**src/sv/shnt_pkg.sv**
```systemverilog
package shnt_pkg;

  localparam int IDX_W        = 20;
  localparam int POS_W        = 32;
  localparam int BC_W         = 11;
  localparam int RAD_W        = 33;
  localparam int RESULT_LIMIT = 16;
  localparam int MATCH_W      = 5;

  localparam logic [31:0] PRIME_X = 32'd73856093;
  localparam logic [31:0] PRIME_Y = 32'd19349663;
  localparam logic [31:0] PRIME_Z = 32'd83492791;

  typedef enum logic [1:0] {
    KIND_CLEAR       = 2'd0,
    KIND_INSERT      = 2'd1,
    KIND_QUERY_LOWER = 2'd2,
    KIND_QUERY_ALL   = 2'd3
  } kind_t;

  localparam logic [1:0] ST_OK   = 2'd0;
  localparam logic [1:0] ST_OOR  = 2'd1;
  localparam logic [1:0] ST_FULL = 2'd2;

  localparam logic [3:0] ADDR_BUCKET_COUNT = 4'd0;
  localparam logic [3:0] ADDR_RADIUS_SQ    = 4'd8;

  typedef struct packed {
    logic [IDX_W-1:0]        idx;
    logic signed [POS_W-1:0] x;
    logic signed [POS_W-1:0] y;
    logic signed [POS_W-1:0] z;
  } entry_t;

  typedef struct packed {
    logic [IDX_W-1:0] neighbour_index;
    logic             match_valid;
    logic [1:0]       status;
    logic             last;
  } result_t;

  typedef struct packed {
    logic done;
    logic oor;
  } hash_res_t;

endpackage

```
**src/sv/shnt_hash.sv**
```systemverilog
module shnt_hash #(
  parameter int MAX_BUCKETS = 1024,
  parameter int GRID_PITCH  = 10,
  localparam int CW = $clog2(MAX_BUCKETS + 1),
  localparam int BW = $clog2(MAX_BUCKETS)
) (
  input  logic                   clk,
  input  logic                   rst,
  input  logic                   start,
  input  logic signed [31:0]     pos_x,
  input  logic signed [31:0]     pos_y,
  input  logic signed [31:0]     pos_z,
  input  logic [CW-1:0]          count,
  output shnt_pkg::hash_res_t    res,
  output logic [BW-1:0]          bucket
);

  localparam int RECIP_SHIFT = 24;
  localparam int unsigned RECIP = (1 << RECIP_SHIFT) / GRID_PITCH;

  typedef enum logic [4:0] {
    H_IDLE = 5'b00001,
    H_CELL = 5'b00010,
    H_CORR = 5'b00100,
    H_MUL  = 5'b01000,
    H_MOD  = 5'b10000
  } hstate_t;

  hstate_t              state;
  logic [16:0]          mag_w [3];
  logic                 neg [3];
  logic [16:0]          q_est [3];
  logic signed [31:0]   grid_c [3];
  logic [CW-1:0]        cnt;
  logic [31:0]          h;
  logic [31:0]          hmag;
  logic [CW-1:0]        rem;
  logic [4:0]           bitc;

  logic [16:0]          mag_in [3];
  logic                 neg_in [3];
  logic [41:0]          prod [3];
  logic [27:0]          resid [3];
  logic [16:0]          q_fix [3];
  logic signed [31:0]   cell_in [3];
  logic [CW:0]          rs;
  logic [CW:0]          rs_sub;
  logic [CW-1:0]        rem_next;

  always_comb begin
    logic signed [16:0] w;
    logic signed [31:0] p [3];
    p[0] = pos_x;
    p[1] = pos_y;
    p[2] = pos_z;
    for (int a = 0; a < 3; a++) begin
      // integer part of the Q16.16 coordinate, rounded towards minus infinity
      w = {p[a][31], p[a][31:16]};
      neg_in[a] = w[16];
      mag_in[a] = w[16] ? 17'(-w) : 17'(w);
      prod[a] = 42'(mag_w[a]) * 42'(RECIP);
      resid[a] = 28'(mag_w[a]) - 28'(q_est[a]) * 28'(GRID_PITCH);
      q_fix[a] = (resid[a] >= 28'(GRID_PITCH)) ? q_est[a] + 17'd1 : q_est[a];
      cell_in[a] = neg[a] ? -$signed(32'(q_fix[a])) : $signed(32'(q_fix[a]));
    end
  end

  always_comb begin
    rs = {rem, hmag[bitc]};
    rs_sub = rs - {1'b0, cnt};
    rem_next = (rs >= {1'b0, cnt}) ? rs_sub[CW-1:0] : rs[CW-1:0];
  end

  always_ff @(posedge clk) begin
    if (rst) begin
      state <= H_IDLE;
      res <= '0;
    end else begin
      unique case (state)
        H_IDLE: begin
          res.done <= 1'b0;
          if (start) begin
            for (int a = 0; a < 3; a++) begin
              mag_w[a] <= mag_in[a];
              neg[a] <= neg_in[a];
            end
            cnt <= count;
            state <= H_CELL;
          end
        end
        H_CELL: begin
          res.done <= 1'b0;
          for (int a = 0; a < 3; a++) q_est[a] <= prod[a][RECIP_SHIFT+16:RECIP_SHIFT];
          state <= H_CORR;
        end
        H_CORR: begin
          res.done <= 1'b0;
          for (int a = 0; a < 3; a++) grid_c[a] <= cell_in[a];
          state <= H_MUL;
        end
        H_MUL: begin
          res.done <= 1'b0;
          h <= (grid_c[0] * $signed(shnt_pkg::PRIME_X)) ^ (grid_c[1] * $signed(shnt_pkg::PRIME_Y))
             ^ (grid_c[2] * $signed(shnt_pkg::PRIME_Z));
          state <= H_MOD;
          rem <= '0;
          bitc <= 5'd31;
        end
        H_MOD: begin
          if (cnt == '0) begin
            res.done <= 1'b1;
            res.oor <= 1'b1;
            state <= H_IDLE;
          end else begin
            rem <= rem_next;
            bitc <= bitc - 5'd1;
            res.done <= (bitc == 5'd0);
            if (bitc == 5'd0) begin
              // C remainder takes the dividend's sign: a negative nonzero one is out of range
              res.oor <= h[31] && (rem_next != '0);
              bucket <= BW'(rem_next);
              state <= H_IDLE;
            end
          end
        end
        default: begin
          res.done <= 1'b0;
          state <= H_IDLE;
        end
      endcase
    end
  end

  assign hmag = h[31] ? (32'd0 - h) : h;

endmodule

```
**config.mk**
```make
export PLATFORM = sky130hd
export DESIGN_NAME = shnt_hash
export DESIGN_NICKNAME = d
export VERILOG_FILES = /design/src/sv/shnt_pkg.sv /design/src/sv/shnt_hash.sv
export SDC_FILE = /design/constraint.sdc
export NUM_CORES = 2
export LEC_CHECK = 0
export BUFFER_PORTS_ARGS = -buffer_cell sky130_fd_sc_hd__buf_2
export CORE_ASPECT_RATIO = 0.9
export CORE_MARGIN = 4
export CORE_UTILIZATION = 25
export DETAILED_ROUTE_END_ITERATION = 6
export PLACE_DENSITY = 0.36
export SETUP_SLACK_MARGIN = 0.02
export SKIP_CTS_REPAIR_TIMING = 1
export SLEW_MARGIN = 20
export SYNTH_ARGS = -nofsm -noshare
export SYNTH_HDL_FRONTEND = slang
export SYNTH_SLANG_ARGS = --single-unit
```
**constraint.sdc**
```tcl
create_clock -name clk -period 12.1 [get_ports clk]
set_input_delay 2.42 -clock clk [delete_from_list [all_inputs] [get_ports clk]]
set_output_delay 2.42 -clock clk [all_outputs]
set_load 0.02 [all_outputs]
```
==> metrics.csv <==
stage;metric;value;unit
global_route;vias in the first global route;40700;
timing;Worst Max-Slew Pin Slew;0.910;ns
timing;endpoints failing hold;0;
final_layout;fill count;23900;
timing;Tcrit/Tclk final;72.3;%
cts;Clock Latency Late Sink;0.61;ns
final_layout;Syn-to-layout area delta;9.32;%
setup_path;Critical R2R Launch;q_est[0][3];
outcome;outcome;complete, no violations;
cts;CTS root buffer;clkbuf_16;
global_route;first-pass GRT wire length;247000;microns
timing;RSZ-0062 raised after global routing;no;
cts;clk buf depth;3;
setup_path;Slowest-stage cell, CP;or4b_2;
setup_path;kind of critical path;flip-flop to flip-flop;
setup_path;Max stage delay on crit path;0.61;ns
routing;WL/cell;17.9;microns
hold_path;Hold Path Origin;state[1];
job;Max Cap Viol;0;
routing;Iter 0 DRT Violations;1535;
routing;vias;37700;
yosys;Yosys reg bits;259;
timing;max frequency;114;MHz
die;Site Rows;165;
yosys;fraction of registers with async set/reset;0;%
yosys;Distinct cells, synth;95;
routing;TritonRoute pass-1 iters;5;
die;die area;236000;sq um
placed_design;RePlAce Congestion;0.807;
yosys;Syn. warnings;0;
die;Initial Util;25.2;%
routing;Avg Vias per Cell;4.28;
setup_path;critical path's top delay family;simple AND/OR/NAND/NOR gates;
cts;clock-pin slew on the worst setup and hold paths;0.06;ns
setup_path;critical path fanouts, max;13;
global_route;largest net degree at the start of global routing;59;
cts;TritonCTS Buffers;37;
die;die width;511;microns
setup_path;CP endpoint kind;flip-flop;
setup_path;CP required;12.44;ns
final_layout;layout cell share with drive strength beyond 1;3.65;%
timing;Final setup viols;0;
cts;clock sinks;259;
yosys;Mapped Cells;5718;
yosys;sequential area share after synthesis;13.5;%
power_and_ir_drop;total power;8.03;mW
cts;htree depth;2;
timing;worst hold slack;0.566;ns
final_layout;nets;7772;
placed_design;DP Cell Count;8756;
placed_design;dpl ws;3.21;ns
die;IO Pins;122;
timing;Slew Limit Fails;0;
placed_design;I/O Buffers;73;
timing;Worst Slack Setup Final;3.35;ns
yosys;Synth top area share;31.0;%
yosys;Area contributors post-synth;fa_1 31%, ha_1 22%, edfxtp_1 13%;
timing;Relative slew margins;38.9;%
timing;Clock Skew;0.0295;ns
yosys;most numerous cell in the Yosys netlist;inv_1;
power_and_ir_drop;Worst VDD drop;0.124;mV
yosys;Avg Inst Size Synth;9.96;sq um
yosys;list of most frequent post-synthesis cells;1478 x inv_1, 992 x ha_1, 881 x fa_1;
power_and_ir_drop;power per cell area;129;nW/um^2
global_route;initial antenna violation count;3;
routing;Post-DRT Antenna Nets;0;
hold_path;Min-Delay Path Class;flip-flop to flip-flop;
die;core area;226000;sq um
routing;# DRC;0;
timing;setup tns final;0;ns
global_route;Tot GR Track Use;13.6;%
global_route;aggregate global routing overflow;0;
setup_path;CP most frequent cell;a21oi_1;
setup_path;kind of start point of the critical path;flip-flop;
placed_design;DP Wirelength;140000;microns
yosys;Synth area leader;fa_1;
final_layout;Final Instance Count excl. Fillers;8824;
die;die height;461;microns
yosys;EDFF count, synth;252;
yosys;top_reg_cell synth;edfxtp_1;
yosys;synthesized cell area;57000;sq um
timing;Min Clock Period, post-route;8.75;ns
routing;Routed WL;158000;microns
setup_path;Buf+Inv Stages, Crit Path;1;
cts;TritonCTS clock tree;done;
setup_path;crit path from;q_est[0][3];
power_and_ir_drop;Leak;30.0;nW
setup_path;Worst EP arrival;9.10;ns
==> final cells by class <==
type	count	area (sq um)	area share (%)
clock inverter	22	224	0.360
tap	3006	3760	6.04
inverter	1479	5550	8.91
multi-input combinational	3912	43500	69.8
clock buffer	44	993	1.60
sequential	259	7710	12.4
antenna	2	5.00	0.00804
timing repair buffer	100	568	0.912
==> where the power goes <==
part           switching, mW  internal [mW]
clock                  0.478          0.654
sequential            0.0631           1.20
combinational           3.16           2.48
total                   3.70           4.33
==> metal layers <==
metal  track usage, %  up-vias  wire, microns
met5                0        -              0
met4             2.46        0           2920
met3             1.56       97           4170
met2             21.4      387          68600
met1             20.1    18600          81900
li1                 -    18600              -
==> worst register-to-register path, delay by kind of cell, from the launching register on <==
kind,cells,cell delay (ns)
flip-flops,1,0.56
XOR/XNOR,2,0.36
adder cells (fa/ha/maj),6,1.84
buffers and inverters,1,0.07
AO/OA/AOI/OAI,16,2.76
AND/OR/NAND/NOR,11,2.92
==> placed cells by master, fill, tap and decap left out, drive strengths merged, types with 10 or more instances in the layout <==
master / instances
inv: 1480
nand2b: 38
clkinv: 15
o21a: 39
edfxtp: 252
o31ai: 27
ha: 992
mux2i: 33
clkbuf: 44
a21o: 67
xor2: 91
nor2b: 43
o21ai: 159
o21bai: 17
a211oi: 31
fa: 881
nor4: 23
a21boi: 26
o31a: 10
nand3b: 11
and2: 26
or2: 16
nand3: 83
nor3: 71
buf: 100
or4: 12
xnor2: 352
o211ai: 12
or3: 29
a21oi: 188
a31oi: 32
and3: 47
nand2: 189
nor2: 181
nor3b: 19
nand4: 21
==> through the flow <==
stage	instance area (sq um)	util [%]
6_report	62300	27.6
5_1_grt	62300	27.6
3_3_place_gp	61100	27.1
4_1_cts	62300	27.6
3_5_place_dp	61100	27.1
2_1_floorplan	57000	-
==> kinds of logic (layout without fill, tap and decap cells) <==
logic type | after synthesis | after routing | synth area share [%]
adder cells (fa/ha/maj) | 1873 | 1873 | 52.7
other | 1 | 5 | 0.00658
flip-flops | 259 | 259 | 13.5
AND/OR/NAND/NOR | 828 | 828 | 7.41
buffers and inverters | 1549 | 1645 | 10.2
multiplexers | 39 | 39 | 0.725
AO/OA/AOI/OAI | 721 | 721 | 8.34
XOR/XNOR | 448 | 448 | 7.01
==> path summary, 6_finish.rpt <==
path | to | slack, ns | cells past startpoint
worst max-delay path | grid_c[0][14] | 3.35 | 36
worst min-delay path | state[3] | 0.57 | 1
worst max register to register | grid_c[0][14] | 3.35 | 36
worst min register to register | state[3] | 0.57 | 1
==> flip-flops by register name, indices dropped and copies added (netlist names) <==
| register | count |
|---|---|
| rem | 11 |
| res | 2 |
| bucket | 10 |
| neg | 3 |
| cnt | 11 |
| grid_c | 87 |
| bitc | 5 |
| q_est | 42 |
| mag_w | 51 |
| state | 5 |
| h | 32 |
Note: power is estimated with default switching activity, not from simulation.
